**src/rtl/r30led_ram.sv**
```systemverilog
module r30led_ram #(
  parameter int WIDTH = 17,
  parameter int DEPTH = 256
) (
  input  logic                     clk_i,
  input  logic                     we_i,
  input  logic [$clog2(DEPTH)-1:0] waddr_i,
  input  logic [WIDTH-1:0]         wdata_i,
  input  logic                     re_i,
  input  logic [$clog2(DEPTH)-1:0] raddr_i,
  output logic [WIDTH-1:0]         rdata_o
);

  logic [WIDTH-1:0] mem [DEPTH];

  // One write port and one registered read port; the read data holds
  // until the next read.
  always_ff @(posedge clk_i) begin
    if (we_i) begin
      mem[waddr_i] <= wdata_i;
    end
    if (re_i) begin
      rdata_o <= mem[raddr_i];
    end
  end

endmodule

```
**config.mk**
```make
export PLATFORM = sky130hd
export DESIGN_NAME = r30led_ram
export DESIGN_NICKNAME = d
export VERILOG_FILES = /design/src/rtl/r30led_ram.sv
export SDC_FILE = /design/constraint.sdc
export NUM_CORES = 2
export LEC_CHECK = 0
export BUFFER_PORTS_ARGS = -buffer_cell sky130_fd_sc_hd__buf_2
export CORE_MARGIN = 2
export CORE_UTILIZATION = 48
export CTS_CLUSTER_SIZE = 30
export DETAILED_ROUTE_END_ITERATION = 7
export PLACE_DENSITY = 0.77
export SYNTH_ARGS = -nofsm -noshare
export SYNTH_HDL_FRONTEND = slang
export SYNTH_MEMORY_MAX_BITS = 65536
export SYNTH_SLANG_ARGS = --single-unit
export TNS_END_PERCENT = 100
```
**constraint.sdc**
```tcl
create_clock -name clk_i -period 2.48 [get_ports clk_i]
set_input_delay 0 -clock clk_i [delete_from_list [all_inputs] [get_ports clk_i]]
set_output_delay 0 -clock clk_i [all_outputs]
set_load 0.01 [all_outputs]
```
==> out/qor.yml <==
detailed_routing:
  routed.top_layer: "met5"
  wl_met2_um: 224000
  drt-initial-drc-count: 15388
  wl_per_cell_um: 33.7
  vias: 90330
  wl_met1_um: 160000
  wirelength_um: 474000
  dr_wl_met3_um: 64500
  drcViolationCount: 0
  drt-pass1-iter-count: 8
  vias_per_cell: 6.43
  ant_nets: 0
synthesis:
  synth_top_cell_by_area: "edfxtp_1"
  synth_warnings: 0
  synth-adder-area-share: 0
  synthMuxAreaShare: 0.157
  syn_nets: 7833
  synth_top_area_share: 0.772
  syn_area_mm2: 0.170
  syn_area_per_cell_um2: 21.8
  ys_ff_latch: 4369
  synth_xor_area_frac: 0
  synth_top_family_by_area: "multiplexers"
  synth-main-ff-cell: "edfxtp_1"
  synth-edff-count: 4369
  yosys.area_share.simple: 0.0219
  synth_compound_area_frac: 0.0270
  yosys.cell_types.count: 73
  syn_inst: 7797
  yosys-top-cells-area: "edfxtp_1, mux4_2, mux2i_1"
  ys_seq_area_frac: 0.772
  async_reset_ff_frac: 0
global_route:
  gr-total-overflow: 0
  grt_pass1_wl_um: 668000
  grt_antenna_before_repair: 41
  grt_max_degree: 101
  grt_util_all_layers: 0.262
  grt_pass1_vias: 90615
clock_tree:
  cts_tree: "built"
  htree_levels: 5
  root_buffer: "clkbuf_16"
  worstSkewPairLatency_ns: 1.00
  clockBufferDepth: 4
  cts_buffers: 406
  clk_pin_slew_ns: 0.07
  clock_sinks: 4369
power:
  pwr-share-seq: 0.533
  switching_share: 0.215
  clock_power_share: 0.408
  internal-power_w: 0.120
  peakVddDrop_mv: 0.680
  power_frac_comb: 0.059
  pwr_density_cell_mw_per_mm2: 770
  switchingPower_w: 0.0330
  leakage_nw: 64.3
  design_power_total_w: 0.153
status:
  violations: "setup timing"
  status: "finished with violations"
sta:
  setup_viol: 11
  skew_ns: 0.0669
  fin_crit_sh: 1.10
  whs_ns: 0.00600
  grt_setup_unrepaired: "true"
  maxSlewHeadroom: 0.238
  period_minus_slack_ns: 2.72
  fin_ws_ns: -0.241
  tightestPinTransition_ns: 1.13
  final-hold-violation-count: 0
  slew_viol_final: 0
  max_freq_mhz: 367
layout:
  nets: 8994
  fillCellCount: 24344
  drive_gt1_frac: 0.312
  design_area_mm2: 0.199
  ff_latch_area_mm2: 0.131
  multi_input_area_mm2: 0.0360
  areaGrowthSynthToFinish_pct: 17.1
  final_core_util: 0.564
hold_path:
  min_path_cells: 6
  min_path_type: "input pin to flip-flop"
floorplanning:
  core_area_mm2: 0.352
  die_area_mm2: 0.359
  die_x_um: 599
  die_h_um: 599
  initial_utilization: 0.482
  ioPinCount: 53
  rows: 218
critical_path:
  ff2ff_path_depth: 7
  path_max_fanout: 1
  r2r_end: "rdata_o[9]$_DFFE_PP_"
  critPathLaunch: "mem[178][9]$_DFFE_PP_"
  r2r-start: "mem[178][9]$_DFFE_PP_"
  crit_type: "flip-flop to flip-flop"
  reg2reg_slack_ns: -0.24
  cp-endpoint: "rdata_o[9]$_DFFE_PP_"
  crit_path_end_kind: "flip-flop"
  worstPathRequired_ns: 3.21
  crit_path_start_kind: "flip-flop"
  crit_arrival_ns: 3.45
placed_design:
  hpwl_um: 282000
  portBuffers: 52
  gp_congestion: 0.960
  place_area_mm2: 0.185
  post-place-ws_ns: -1.56
flow_run:
  maxCapViolations: 0
[flip-flops by register name (all words and copies together), names as in the netlist]
name	count
mem	4352
rdata_o	17
[power by group through the flow]
stage / clock network, W / registers, W / logic, W
after floorplan: 0 / 0.0831 / 0.00415
after global placement: 0 / 0.0831 / 0.00830
after detailed placement: 0 / 0.0831 / 0.00854
after CTS: 0.0628 / 0.0816 / 0.00881
after global routing: 0.0654 / 0.0815 / 0.00927
final: 0.0625 / 0.0816 / 0.00905
[worst max-delay path, stage by stage, from the launching register on]
cell and delay, ns:
edfxtp_1 0.39, mux4_2 0.53, mux4_2 0.50, a22o_1 0.28, a31oi_1 0.16, buf_4 0.20, a22oi_2 0.19, and3_1 0.21
[metrics by stage]
step                      TNS [ns]  cells
after floorplan                  0   7797
after global placement      -13.88  13253
after detailed placement    -14.12  13254
after CTS                   -0.668  14027
after global routing        -0.997  14037
final                       -0.869  14051
[what timing repair did]
action                                  4_1_cts  5_1_grt
pin swaps                                    25       13
gates cloned                                  0        0
hold buffers                                 28        0
hold endpoints to repair                   5164        0
endpoints found under the setup margin       17       16
resized for setup                            94       43
buffers inserted                              1        1
[how the worst min path moves through the flow]
stage	start	to
2_1_floorplan	wdata_i[0]	mem[0][0]$_DFFE_PP_
3_3_place_gp	wdata_i[10]	mem[195][10]$_DFFE_PP_
3_5_place_dp	wdata_i[10]	mem[195][10]$_DFFE_PP_
4_1_cts	wdata_i[0]	mem[232][0]$_DFFE_PP_
5_1_grt	wdata_i[0]	mem[232][0]$_DFFE_PP_
6_report	raddr_i[4]	rdata_o[5]$_DFFE_PP_
[layout make-up]
cell class / instances / area share
Antenna cell: 24 / 0.000302
Sequential cell: 4369 / 0.660
Timing Repair Buffer: 1219 / 0.0624
Multi-Input combinational cell: 2957 / 0.181
Clock buffer: 496 / 0.0534
Clock inverter: 251 / 0.0132
Inverter: 5 / 0.000157
Tap cell: 4730 / 0.0298
[synth_stat cells, drive strengths merged (4+ instances only)]
master,n
a32o,5
o221ai,136
nor3b,5
a32oi,9
nor2,333
o21ai,46
a22oi,33
mux2i,509
mux4,943
a2111oi,6
nor4,16
or2,4
a211oi,17
nand2,216
o22a,11
a31oi,14
nand3b,6
inv,4
a311oi,6
and4,6
a21oi,108
nor2b,14
o2111ai,5
o311a,14
edfxtp,4369
a22o,13
nor3,109
mux2,20
or3,14
nand3,65
o31ai,5
o22ai,186
a221o,4
a221oi,5
clkbuf,164
and3,8
buf,301
nand4,21
o311ai,15
[layout by cell type, fill, tap and decap left out, drive strengths merged, types with 8 or more instances in the layout]
cell and count:
nor4 16, o221ai 136, o311a 14, nand4 21
nor2 333, a31oi 14, o311ai 15, a21oi 108
a211oi 17, o21ai 46, mux2i 509, mux4 943
clkbuf 497, inv 16, clkinv 181, clkinvlp 14
o22a 11, or3 14, nand2 216, diode 24
buf 1190, a32oi 9, dlygate4sd3 28, edfxtp 4369
a22oi 33, mux2 20, bufinv 45, nor2b 14
a22o 13, o22ai 186, nor3 109, and3 8
nand3 65
[cells by family (layout without fill, tap and decap cells)]
logic type,after synthesis,in the layout
AOI/OAI and AO/OA,649,649
DFF,4369,4369
other,0,24
buffers and inverters,471,1971
muxes,1472,1472
and+or+nand+nor,836,836
[layer usage]
layer,GRT usage,vias to the layer above
met5,0,-
met4,0.126,22
met3,0.0706,1234
met2,0.412,7093
met1,0.340,46680
li1,-,35301
Note: power is estimated with default switching activity, not from simulation.
