[src/rtl/r30led_pkg.sv]
package r30led_pkg;

  // Field widths of the two channels and of the configuration register.
  localparam int OPCODE_W   = 2;
  localparam int INDEX_W    = 8;
  localparam int COLOR_W    = 8;
  localparam int RING_LEN_W = 9;

  // Stored entry: cell bit on top of a Q4.12 level.
  localparam int LEVEL_W = 16;
  localparam int ENTRY_W = LEVEL_W + 1;
  localparam int CODE_W  = 4;

  localparam logic [RING_LEN_W-1:0] RING_LEN_RESET = 9'd215;
  localparam logic [RING_LEN_W-1:0] RING_LEN_MIN   = 9'd3;

  // Blur weights in Q0.16 and the rounding offset.
  localparam logic [13:0] W_SIDE     = 14'd15860;
  localparam logic [14:0] W_MID      = 15'd26149;
  localparam logic [32:0] BLUR_ROUND = 33'd32768;

  // Color scale factors, applied as level * K >> 15.
  localparam logic [7:0] K_RED   = 8'd232;
  localparam logic [7:0] K_GREEN = 8'd67;
  localparam logic [7:0] K_BLUE  = 8'd23;

  // Level codes of 5 and above belong to a live cell.
  localparam logic [CODE_W-1:0] CODE_LIVE_MIN = 4'd5;

  typedef enum logic [OPCODE_W-1:0] {
    OP_LOAD    = 2'd0,
    OP_ADVANCE = 2'd1,
    OP_READ    = 2'd2
  } opcode_e;

  typedef struct packed {
    logic               no_change;
    logic               cell_state;
    logic [COLOR_W-1:0] red;
    logic [COLOR_W-1:0] green;
    logic [COLOR_W-1:0] blue;
  } result_t;

  // Rule 30 on a neighborhood {left, self, right}: returns the level code,
  // which is the level's integer part. A new live cell gets c+4.
  function automatic logic [CODE_W-1:0] rule_code(input logic [2:0] nbh);
    logic [CODE_W-1:0] code;
    case (nbh) inside
      [3'd1:3'd4]: code = {1'b0, nbh} + 4'd4;
      3'd0:        code = 4'd1;
      default:     code = {1'b0, nbh} - 4'd3;
    endcase
    return code;
  endfunction

endpackage

[src/rtl/r30led_blur.sv]
module r30led_blur (
  input  logic                          clk_i,
  input  logic                          en_i,
  input  logic [r30led_pkg::LEVEL_W-1:0] lft_i,
  input  logic [r30led_pkg::LEVEL_W-1:0] mid_i,
  input  logic [r30led_pkg::LEVEL_W-1:0] rgt_i,
  output logic [r30led_pkg::LEVEL_W-1:0] level_o
);
  import r30led_pkg::*;

  logic [LEVEL_W:0] side_sum;
  logic [30:0]      side_d, side_q;
  logic [30:0]      mid_d, mid_q;
  logic [32:0]      total;
  logic [16:0]      rounded;

  // Both weighted products, registered when en_i is high.
  assign side_sum = {1'b0, lft_i} + {1'b0, rgt_i};
  assign side_d   = {14'b0, side_sum} * {17'b0, W_SIDE};
  assign mid_d    = {15'b0, mid_i} * {16'b0, W_MID};

  always_ff @(posedge clk_i) begin
    if (en_i) begin
      side_q <= side_d;
      mid_q  <= mid_d;
    end
  end

  // Combinational: add the registered products, round half up, saturate.
  assign total   = {2'b0, side_q} + {2'b0, mid_q} + BLUR_ROUND;
  assign rounded = total[32:16];
  assign level_o = rounded[16] ? {LEVEL_W{1'b1}} : rounded[LEVEL_W-1:0];

endmodule

[config.mk]
export PLATFORM = sky130hd
export DESIGN_NAME = r30led_blur
export DESIGN_NICKNAME = d
export VERILOG_FILES = /design/src/rtl/r30led_pkg.sv /design/src/rtl/r30led_blur.sv
export SDC_FILE = /design/constraint.sdc
export NUM_CORES = 1
export LEC_CHECK = 0
export BUFFER_PORTS_ARGS = -buffer_cell sky130_fd_sc_hd__buf_2
export CORE_UTILIZATION = 30
export DETAILED_ROUTE_END_ITERATION = 8
export SYNTH_ARGS = -nofsm -noshare
export SYNTH_HDL_FRONTEND = slang
export SYNTH_SLANG_ARGS = --single-unit
[constraint.sdc]
create_clock -name clk_i -period 10.8 [get_ports clk_i]
set_input_delay 1.62 -clock clk_i [delete_from_list [all_inputs] [get_ports clk_i]]
set_output_delay 1.62 -clock clk_i [all_outputs]
set_load 0.01 [all_outputs]
==> impl_metrics.csv <==
group,metric,value,unit
outcome,status,"finished clean",
die,die_h,209,um
sta,period_share,0.769,
routing,drtIter0Drc,326,
yosys,ys_ff_latch,58,
clock_tree,htree_levels,3,
placed_design,routabilityCongestion,0.867,
yosys,synth_adder_area_share,0.507,
global_routing,grt_pass1_wl,46400,um
sta,max_slew.worst_pin.slew,0.930,ns
routing,ant_nets,0,
global_routing,grt_overflow,0,
die,core,42100,um^2
clock_tree,clk_pin_slew_worst_paths,0.05,ns
die,pin_count,66,
yosys,syn_nets,1769,
setup_path,cp-endpoint,"side_q[30]",
routing,drt-wirelength-per-cell,14.2,um
clock_tree,root_buffer,"clkbuf_16",
sta,fin_setup_tns,0,ns
die,die_w,209,um
setup_path,crit_path_max_incr_delay,0.56,ns
min_path,hold_class,"input pin to flip-flop",
setup_path,path_max_fanout,7,
global_routing,grt_usage,0.130,
setup_path,startpoint,"lft_i[0]",
sta,hold_violations,0,
sta,setup_viol,0,
yosys,synthesis.area,12900,um^2
yosys,yosys.area.top_type,"ha_1",
routing,wl,26700,um
yosys,synth_area_leaders,"ha_1 (29%), fa_1 (22%), edfxtp_1 (14%), inv_1 (7.3%), xnor2_1 (4.3%)",
routing,drtPass1Iterations,5,
yosys,synth_xor_area_frac,0.0702,
yosys,yosysMostFrequentCell,"ha_1",
sta,period_needed,8.30,ns
yosys,synth.mux.area_fraction,0.00243,
final_layout,fill_cells,4194,
die,num_rows,75,
final_layout,syn_to_final_growth,9.69,%
placed_design,numPortBuffers,65,
clock_tree,cts_sinks,58,
final_layout,antenna_cells,0,
global_routing,grt_max_degree,59,
clock_tree,postCtsHoldBufs,0,
yosys,synth_simple_gate_area_frac,0.0786,
die,start_util,0.306,
clock_tree,cts_buffers,9,
setup_path,cp-end-kind,"flip-flop",
routing,drc_errors,0,
routing,routed_via_density,4.68,
clock_tree,cts_resized,0,
setup_path,path_common_cell,"fa_1",
yosys,ys_seq_area_frac,0.135,
yosys,synth_top_cell_area_share,0.289,
final_layout,nets,1832,
yosys,async_flop_share,0,
setup_path,cp.arrival,8.37,ns
yosys,synth_edf_count,58,
sta,maxSlewViolCount,0,
sta,max_slew_margin,0.375,
yosys,yosysUniqueCellTypes,82,
final_layout,drive_gt1_frac,0.0934,
setup_path,start_kind,"input pin",
yosys,syn-instance-count,1281,
placed_design,place_hpwl,23800,um
clock_tree,post_cts_buffers,0,
clock_tree,clockBufferDepth,2,
clock_tree,cts_tree,"yes",
yosys,yosys_warnings,0,
yosys,synth-compound-area-share,0.129,
flow_run,max-cap-violations,0,
sta,rsz0062_at_grt,"no",
yosys,synthTopCellsByCount,"ha_1 (298), inv_1 (249), fa_1 (140), xnor2_1 (63), a21oi_1 (61)",
yosys,synth_top_family_by_area,"adder cells",
die,die-area,43800,um^2
setup_path,critical_path_class,"input pin to flip-flop",
setup_path,cp.required,10.87,ns
global_routing,grt_pass1_vias,9363,
routing,num_vias,8833,
setup_path,cp_slowest_cell,"fa_1",
yosys,ys.flop_type,"edfxtp_1",
sta,fmax,120,MHz
global_routing,antenna_found_initial,0,
yosys,postSynthAreaPerCell,10.1,um^2
## metrics by stage
step / setup slack, ns / instance area, um^2 / instances / hold slack (ns) / util
after floorplan: 2.72 / 12900 / 1281 / 1.73 / -
after CTS: 2.53 / 14100 / 1888 / 1.78 / 0.335
after detailed placement: 2.22 / 13800 / 1872 / 2.12 / 0.328
after global routing: 2.09 / 14100 / 1888 / 1.80 / 0.335
after global placement: 2.31 / 13800 / 1872 / 2.11 / 0.328
final: 2.50 / 14100 / 1888 / 1.78 / 0.335
## critical path, delay by kind of cell
family                   cells  cell delay [ns]
adder cells (fa/ha/maj)      8             3.57
XOR/XNOR                     2             0.41
AO/OA/AOI/OAI               10             1.89
AND/OR/NAND/NOR              3             0.46
buffers and inverters        6             0.40
## kinds of logic after synthesis
family                     count (synthesis)
adders and majority gates                438
buffers and inverters                    264
AOI/OAI and AO/OA                        232
and+or+nand+nor                          187
xor gates and xnor gates                  99
DFF                                       58
muxes                                      3
## layout by cell type, fill, tap and decap left out, types with 4 or more instances in the layout
cell type	instances
a211oi_1	10
a21o_1	33
a21oi_1	61
a21oi_2	8
a31oi_1	4
and2_1	4
and3_1	9
buf_2	65
clkbuf_16	9
edfxtp_1	58
fa_1	140
ha_1	298
inv_1	249
nand2_1	33
nand2b_1	5
nand3_1	32
nand4_1	8
nand4b_1	4
nor2_1	36
nor2b_1	12
nor3_1	16
o211ai_1	21
o21a_1	7
o21ai_0	31
o21ai_1	4
o21bai_1	5
or2_2	6
or3_1	4
xnor2_1	63
xnor2_2	4
xor2_1	31
## sequential cells by signal, summed over array words and instances (netlist names)
name	flops
mid_q	29
side_q	29
## area by class of cell
type / instances / area [um^2] / share of cell area
sequential: 58 / 1740 / 0.123
tap: 539 / 674 / 0.0477
clock buffer: 10 / 229 / 0.0162
inverter: 250 / 938 / 0.0664
clock inverter: 6 / 81.3 / 0.00575
multi-input combinational: 959 / 10100 / 0.717
timing repair buffer: 66 / 333 / 0.0235
## how the worst min path moves through the flow
stage | from | to | slack, ns | cells past startpoint
finish | mid_i[2] | mid_q[2] | 1.78 | 2
global route | mid_i[2] | mid_q[2] | 1.80 | 2
CTS | mid_i[2] | mid_q[2] | 1.78 | 2
detailed placement | mid_i[2] | mid_q[2] | 2.12 | 2
global placement | mid_i[2] | mid_q[2] | 2.11 | 2
floorplan | en_i | mid_q[10] | 1.73 | 0
## routing by layer
layer,routed length [um],share of wire,track usage,vias up
met5,0,0,0,-
met1,13000,0.48,0.174,4212
met3,425,0.016,0.0104,16
met4,221,0.0083,0.0243,0
met2,13100,0.49,0.230,80
li1,-,-,-,4525
Power is left out: the tool's default activity adds up to more than one toggle a clock period on the data nets, which glitch-free logic cannot reach.
