--- src/rtl/r30led_pkg.sv ---
package r30led_pkg;

  // Field widths of the two channels and of the configuration register.
  localparam int OPCODE_W   = 2;
  localparam int INDEX_W    = 8;
  localparam int COLOR_W    = 8;
  localparam int RING_LEN_W = 9;

  // Stored entry: cell bit on top of a Q4.12 level.
  localparam int LEVEL_W = 16;
  localparam int ENTRY_W = LEVEL_W + 1;
  localparam int CODE_W  = 4;

  localparam logic [RING_LEN_W-1:0] RING_LEN_RESET = 9'd215;
  localparam logic [RING_LEN_W-1:0] RING_LEN_MIN   = 9'd3;

  // Blur weights in Q0.16 and the rounding offset.
  localparam logic [13:0] W_SIDE     = 14'd15860;
  localparam logic [14:0] W_MID      = 15'd26149;
  localparam logic [32:0] BLUR_ROUND = 33'd32768;

  // Color scale factors, applied as level * K >> 15.
  localparam logic [7:0] K_RED   = 8'd232;
  localparam logic [7:0] K_GREEN = 8'd67;
  localparam logic [7:0] K_BLUE  = 8'd23;

  // Level codes of 5 and above belong to a live cell.
  localparam logic [CODE_W-1:0] CODE_LIVE_MIN = 4'd5;

  typedef enum logic [OPCODE_W-1:0] {
    OP_LOAD    = 2'd0,
    OP_ADVANCE = 2'd1,
    OP_READ    = 2'd2
  } opcode_e;

  typedef struct packed {
    logic               no_change;
    logic               cell_state;
    logic [COLOR_W-1:0] red;
    logic [COLOR_W-1:0] green;
    logic [COLOR_W-1:0] blue;
  } result_t;

  // Rule 30 on a neighborhood {left, self, right}: returns the level code,
  // which is the level's integer part. A new live cell gets c+4.
  function automatic logic [CODE_W-1:0] rule_code(input logic [2:0] nbh);
    logic [CODE_W-1:0] code;
    case (nbh) inside
      [3'd1:3'd4]: code = {1'b0, nbh} + 4'd4;
      3'd0:        code = 4'd1;
      default:     code = {1'b0, nbh} - 4'd3;
    endcase
    return code;
  endfunction

endpackage

--- src/rtl/r30led_colour.sv ---
module r30led_colour (
  input  logic [r30led_pkg::LEVEL_W-1:0] level_i,
  output logic [r30led_pkg::COLOR_W-1:0] red_o,
  output logic [r30led_pkg::COLOR_W-1:0] green_o,
  output logic [r30led_pkg::COLOR_W-1:0] blue_o
);
  import r30led_pkg::*;

  // Level times K over 2^15, truncated, then clipped to one byte.
  function automatic logic [COLOR_W-1:0] scale(input logic [LEVEL_W-1:0] lv,
                                               input logic [7:0] k);
    logic [23:0] prod;
    logic [8:0]  shifted;
    prod    = {8'b0, lv} * {16'b0, k};
    shifted = prod[23:15];
    return shifted[8] ? 8'hFF : shifted[7:0];
  endfunction

  assign red_o   = scale(level_i, K_RED);
  assign green_o = scale(level_i, K_GREEN);
  assign blue_o  = scale(level_i, K_BLUE);

endmodule

--- config.mk ---
export PLATFORM = sky130hd
export DESIGN_NAME = r30led_colour
export DESIGN_NICKNAME = d
export VERILOG_FILES = /design/src/rtl/r30led_pkg.sv /design/src/rtl/r30led_colour.sv
export SDC_FILE = /design/constraint.sdc
export NUM_CORES = 1
export LEC_CHECK = 0
export BUFFER_PORTS_ARGS = -buffer_cell sky130_fd_sc_hd__buf_2
export CORE_AREA = 5 5 105 107
export DETAILED_ROUTE_END_ITERATION = 10
export DIE_AREA = 0 0 110 112
export MAX_ROUTING_LAYER = met4
export SLEW_MARGIN = 20
export SYNTH_ARGS = -nofsm -noshare
export SYNTH_HDL_FRONTEND = slang
export SYNTH_SLANG_ARGS = --single-unit
--- constraint.sdc ---
create_clock -name vclk -period 4.19
set_clock_uncertainty 0.2 [all_clocks]
set_input_delay 0 -clock vclk [all_inputs]
set_output_delay 0 -clock vclk [all_outputs]
set_load 0.02 [all_outputs]
==> impl_metrics.xml <==
<?xml version="1.0" encoding="UTF-8"?>
<metrics>
  <group name="run_status">
    <metric name="result_of_the_run" unit="">finished clean</metric>
  </group>
  <group name="worst_hold_path">
    <metric name="worst_hold_path.num_cells" unit="">3</metric>
    <metric name="hold_path_startpoint" unit="">level_i[14]</metric>
    <metric name="worst_hold_path_class" unit="">input port to output pin</metric>
  </group>
  <group name="critical_path">
    <metric name="crit_chain" unit="">clkbuf_4 &gt; clkinvlp_4 &gt; fa_1 &gt; inv_1 &gt; ha_1 &gt; inv_1 &gt; fa_1 &gt; inv_1 &gt; ha_1 &gt; o21ai_0 &gt; nor2_1 &gt; or3_4 &gt; a2111o_1 &gt; a31oi_2 &gt; xor2_1 &gt; nand2b_1 &gt; buf_2</metric>
    <metric name="timing.setup.critical_path_class" unit="">input port to output pin</metric>
    <metric name="path_delay_family" unit="">adder cells</metric>
    <metric name="critical_path.n_buffers_inverters" unit="">6</metric>
    <metric name="crit_path_start" unit="">level_i[4]</metric>
    <metric name="crit_slowest_cell" unit="">sky130_fd_sc_hd__fa_1</metric>
    <metric name="crit_path_max_fanout" unit="">8</metric>
    <metric name="critPathCaptureType" unit="">output pin</metric>
    <metric name="path_depth" unit="">17</metric>
    <metric name="worst_ep_arrival_time" unit="ns">3.74</metric>
    <metric name="startpoint_type" unit="">input port</metric>
    <metric name="critical_path.max_stage_delay" unit="ns">0.55</metric>
    <metric name="wp_data_required" unit="ns">3.99</metric>
    <metric name="critical-path-top-cell-by-count" unit="">sky130_fd_sc_hd__inv_1</metric>
  </group>
  <group name="sta">
    <metric name="finalWorstSetupSlack" unit="ns">0.251</metric>
    <metric name="finalCriticalPeriod" unit="ns">3.94</metric>
    <metric name="finalHoldWorstSlack" unit="ns">0.321</metric>
    <metric name="final_min_period_over_clock_period" unit="%">94.0</metric>
    <metric name="hold_violations" unit="">0</metric>
    <metric name="final-setup-viol-count" unit="">0</metric>
    <metric name="maxClockFrequency" unit="MHz">254</metric>
    <metric name="slew_viol_final" unit="">0</metric>
    <metric name="worstMarginPinSlew" unit="ns">0.604</metric>
    <metric name="timing.slew.headroom" unit="%">59.5</metric>
  </group>
  <group name="synth">
    <metric name="netlist_area" unit="µm²">4350</metric>
    <metric name="yosysTopAreaCell" unit="">sky130_fd_sc_hd__ha_1</metric>
    <metric name="synth_area_leaders" unit="">sky130_fd_sc_hd__ha_1 (37%), sky130_fd_sc_hd__fa_1 (27%), sky130_fd_sc_hd__inv_1 (13%), sky130_fd_sc_hd__xnor2_1 (2.4%), sky130_fd_sc_hd__a21oi_1 (2.1%)</metric>
    <metric name="syn_area_per_cell" unit="µm²">8.80</metric>
    <metric name="netlist_instances" unit="">495</metric>
    <metric name="synth.yosys.warnings" unit="">0</metric>
    <metric name="synth_sequential_area_ratio" unit="%">0</metric>
    <metric name="synth_cell_types" unit="">42</metric>
    <metric name="share_of_yosys_cell_area_claimed_by_the_top_area_cell_type" unit="%">36.8</metric>
  </group>
  <group name="grt">
    <metric name="grt_antenna_before_repair" unit="">0</metric>
    <metric name="globalRouteOverflowTotal" unit="">0</metric>
    <metric name="grt_pass1_vias" unit="">3484</metric>
    <metric name="pin_count_of_the_biggest_net_entering_global_routing" unit="">12</metric>
    <metric name="gr-usage-all-layers" unit="%">14.8</metric>
    <metric name="grt_pass1_wl" unit="µm">15000</metric>
  </group>
  <group name="pwr">
    <metric name="power.static_leakage" unit="nW">2.80</metric>
    <metric name="switching_power_share_of_the_total" unit="%">58.3</metric>
    <metric name="power.share.clock" unit="%">0</metric>
    <metric name="switchingPower" unit="mW">0.915</metric>
    <metric name="p_per_area" unit="nW/µm²">325</metric>
    <metric name="worst_ir_drop_vdd" unit="V">0.000220</metric>
    <metric name="power.share.combinational" unit="%">100.0</metric>
    <metric name="p_total" unit="mW">1.57</metric>
    <metric name="p_int" unit="mW">0.655</metric>
    <metric name="share_seq_of_total_power" unit="%">0</metric>
  </group>
  <group name="final_layout">
    <metric name="seq_area" unit="µm²">0</metric>
    <metric name="drive_gt1_share" unit="%">12.3</metric>
    <metric name="layout_sequential_cell_count" unit="">0</metric>
    <metric name="layout_common_cells" unit="">sky130_fd_sc_hd__inv_1 (153), sky130_fd_sc_hd__ha_1 (128), sky130_fd_sc_hd__fa_1 (59), sky130_fd_sc_hd__buf_2 (37)</metric>
    <metric name="layout.filler_cells" unit="">999</metric>
    <metric name="insertedDiodeCount" unit="">0</metric>
    <metric name="num-clock-buffers" unit="">0</metric>
    <metric name="syn_to_final_growth" unit="%">10.8</metric>
    <metric name="mostFrequentLayoutCell" unit="">sky130_fd_sc_hd__inv_1</metric>
    <metric name="final_net_count" unit="">750</metric>
  </group>
  <group name="die">
    <metric name="die-area" unit="µm²">12300</metric>
    <metric name="placement_rows" unit="">37</metric>
    <metric name="ios" unit="">40</metric>
    <metric name="floorplan.initialDensity" unit="%">43.3</metric>
    <metric name="design.core.area" unit="µm²">10000</metric>
    <metric name="width_of_the_chip" unit="µm">110</metric>
    <metric name="die_height" unit="µm">112</metric>
  </group>
  <group name="drt">
    <metric name="post-route-drc-count" unit="">0</metric>
    <metric name="postRouteWirelength" unit="µm">7980</metric>
    <metric name="drt-vias-per-instance" unit="">4.86</metric>
    <metric name="routed-via-count" unit="">3307</metric>
    <metric name="routed_wire_length_per_instance" unit="µm">11.7</metric>
    <metric name="postRouteAntennaNets" unit="">0</metric>
    <metric name="drt_pass1_iterations" unit="">4</metric>
    <metric name="drt_iter0_markers" unit="">82</metric>
  </group>
  <group name="place">
    <metric name="finalWeightedCongestion" unit="">0.848</metric>
    <metric name="io_buffer_count" unit="">38</metric>
    <metric name="detailedPlace.worstSlack" unit="ns">0.178</metric>
    <metric name="place_hpwl" unit="µm">7480</metric>
  </group>
  <group name="flow_run">
    <metric name="max_capacitance_violation_count" unit="">0</metric>
  </group>
  <group name="clock_network">
    <metric name="holdBufCountCts" unit="">0</metric>
  </group>
</metrics>
## per-stage QoR
step / TNS (ns) / instances / utilization [%] / instance area, µm²
global route: -0.00507 / 681 / 48.0 / 4830
detailed placement: 0 / 677 / 47.5 / 4770
floorplan: 0 / 496 / - / 4360
CTS: 0 / 677 / 47.5 / 4770
global placement: 0 / 677 / 47.5 / 4770
finish: 0 / 681 / 48.0 / 4830
## layer usage
layer | GRT usage (%) | vias up | part of all wire [%]
met5 | - | - | 0
met4 | 0.333 | 0 | 0.18
met3 | 0.232 | 2 | 2.3
met2 | 26.8 | 32 | 52
met1 | 19.3 | 1586 | 46
li1 | - | 1687 | -
## area by class of cell
class | instances | area, µm² | share of cell area [%]
Inverter | 155 | 589 | 12.2
Multi-Input combinational cell | 339 | 3780 | 78.2
Timing Repair Buffer | 51 | 290 | 6.02
Tap cell | 136 | 170 | 3.53
## power groups by stage
stage	sequential [mW]	combinational, mW	clock (mW)
2_1_floorplan	0	1.19	0
3_3_place_gp	0	1.55	0
3_5_place_dp	0	1.58	0
4_1_cts	0	1.59	0
5_1_grt	0	1.82	0
6_report	0	1.57	0
## synth_stat cells (2+ instances only)
library cell,number
sky130_fd_sc_hd__inv_1,155
sky130_fd_sc_hd__ha_1,128
sky130_fd_sc_hd__fa_1,59
sky130_fd_sc_hd__a21oi_1,18
sky130_fd_sc_hd__nor2_1,18
sky130_fd_sc_hd__xnor2_1,12
sky130_fd_sc_hd__nand2_1,11
sky130_fd_sc_hd__o21ai_0,10
sky130_fd_sc_hd__a211oi_1,7
sky130_fd_sc_hd__nand2b_1,7
sky130_fd_sc_hd__nand3_1,6
sky130_fd_sc_hd__xor2_1,6
sky130_fd_sc_hd__a31oi_1,5
sky130_fd_sc_hd__o21a_1,5
sky130_fd_sc_hd__a21o_1,4
sky130_fd_sc_hd__nor3_1,4
sky130_fd_sc_hd__o211ai_1,4
sky130_fd_sc_hd__nand4_1,3
sky130_fd_sc_hd__nor2b_1,3
sky130_fd_sc_hd__and3_1,2
sky130_fd_sc_hd__buf_4,2
sky130_fd_sc_hd__o21ai_2,2
sky130_fd_sc_hd__o21bai_1,2
sky130_fd_sc_hd__o311ai_1,2
sky130_fd_sc_hd__o31ai_1,2
sky130_fd_sc_hd__or2_1,2
## what timing repair did
item,CTS,global route
setup endpoints to repair,0,8
resized for setup,0,5
buffers inserted,0,4
## kinds of logic after synthesis
| group | count (synthesis) | synth area share [%] |
|---|---|---|
| and+or+nand+nor | 60 | 6.93 |
| other | 1 | 0.0861 |
| AOI/OAI and AO/OA | 72 | 11.8 |
| adders and majority gates | 187 | 63.9 |
| xor gates and xnor gates | 18 | 3.62 |
| buffers and inverters | 157 | 13.7 |
## path summary, 6_finish.rpt
path	slack, ns	to
max	0.25	red_o[3]
min	0.32	green_o[5]
## tightest hold or removal path, stage by stage
cell	delay (ns)
sky130_fd_sc_hd__buf_2	0.20
sky130_fd_sc_hd__xnor2_1	0.16
sky130_fd_sc_hd__buf_2	0.15
Power figures use the tool's default switching activity.
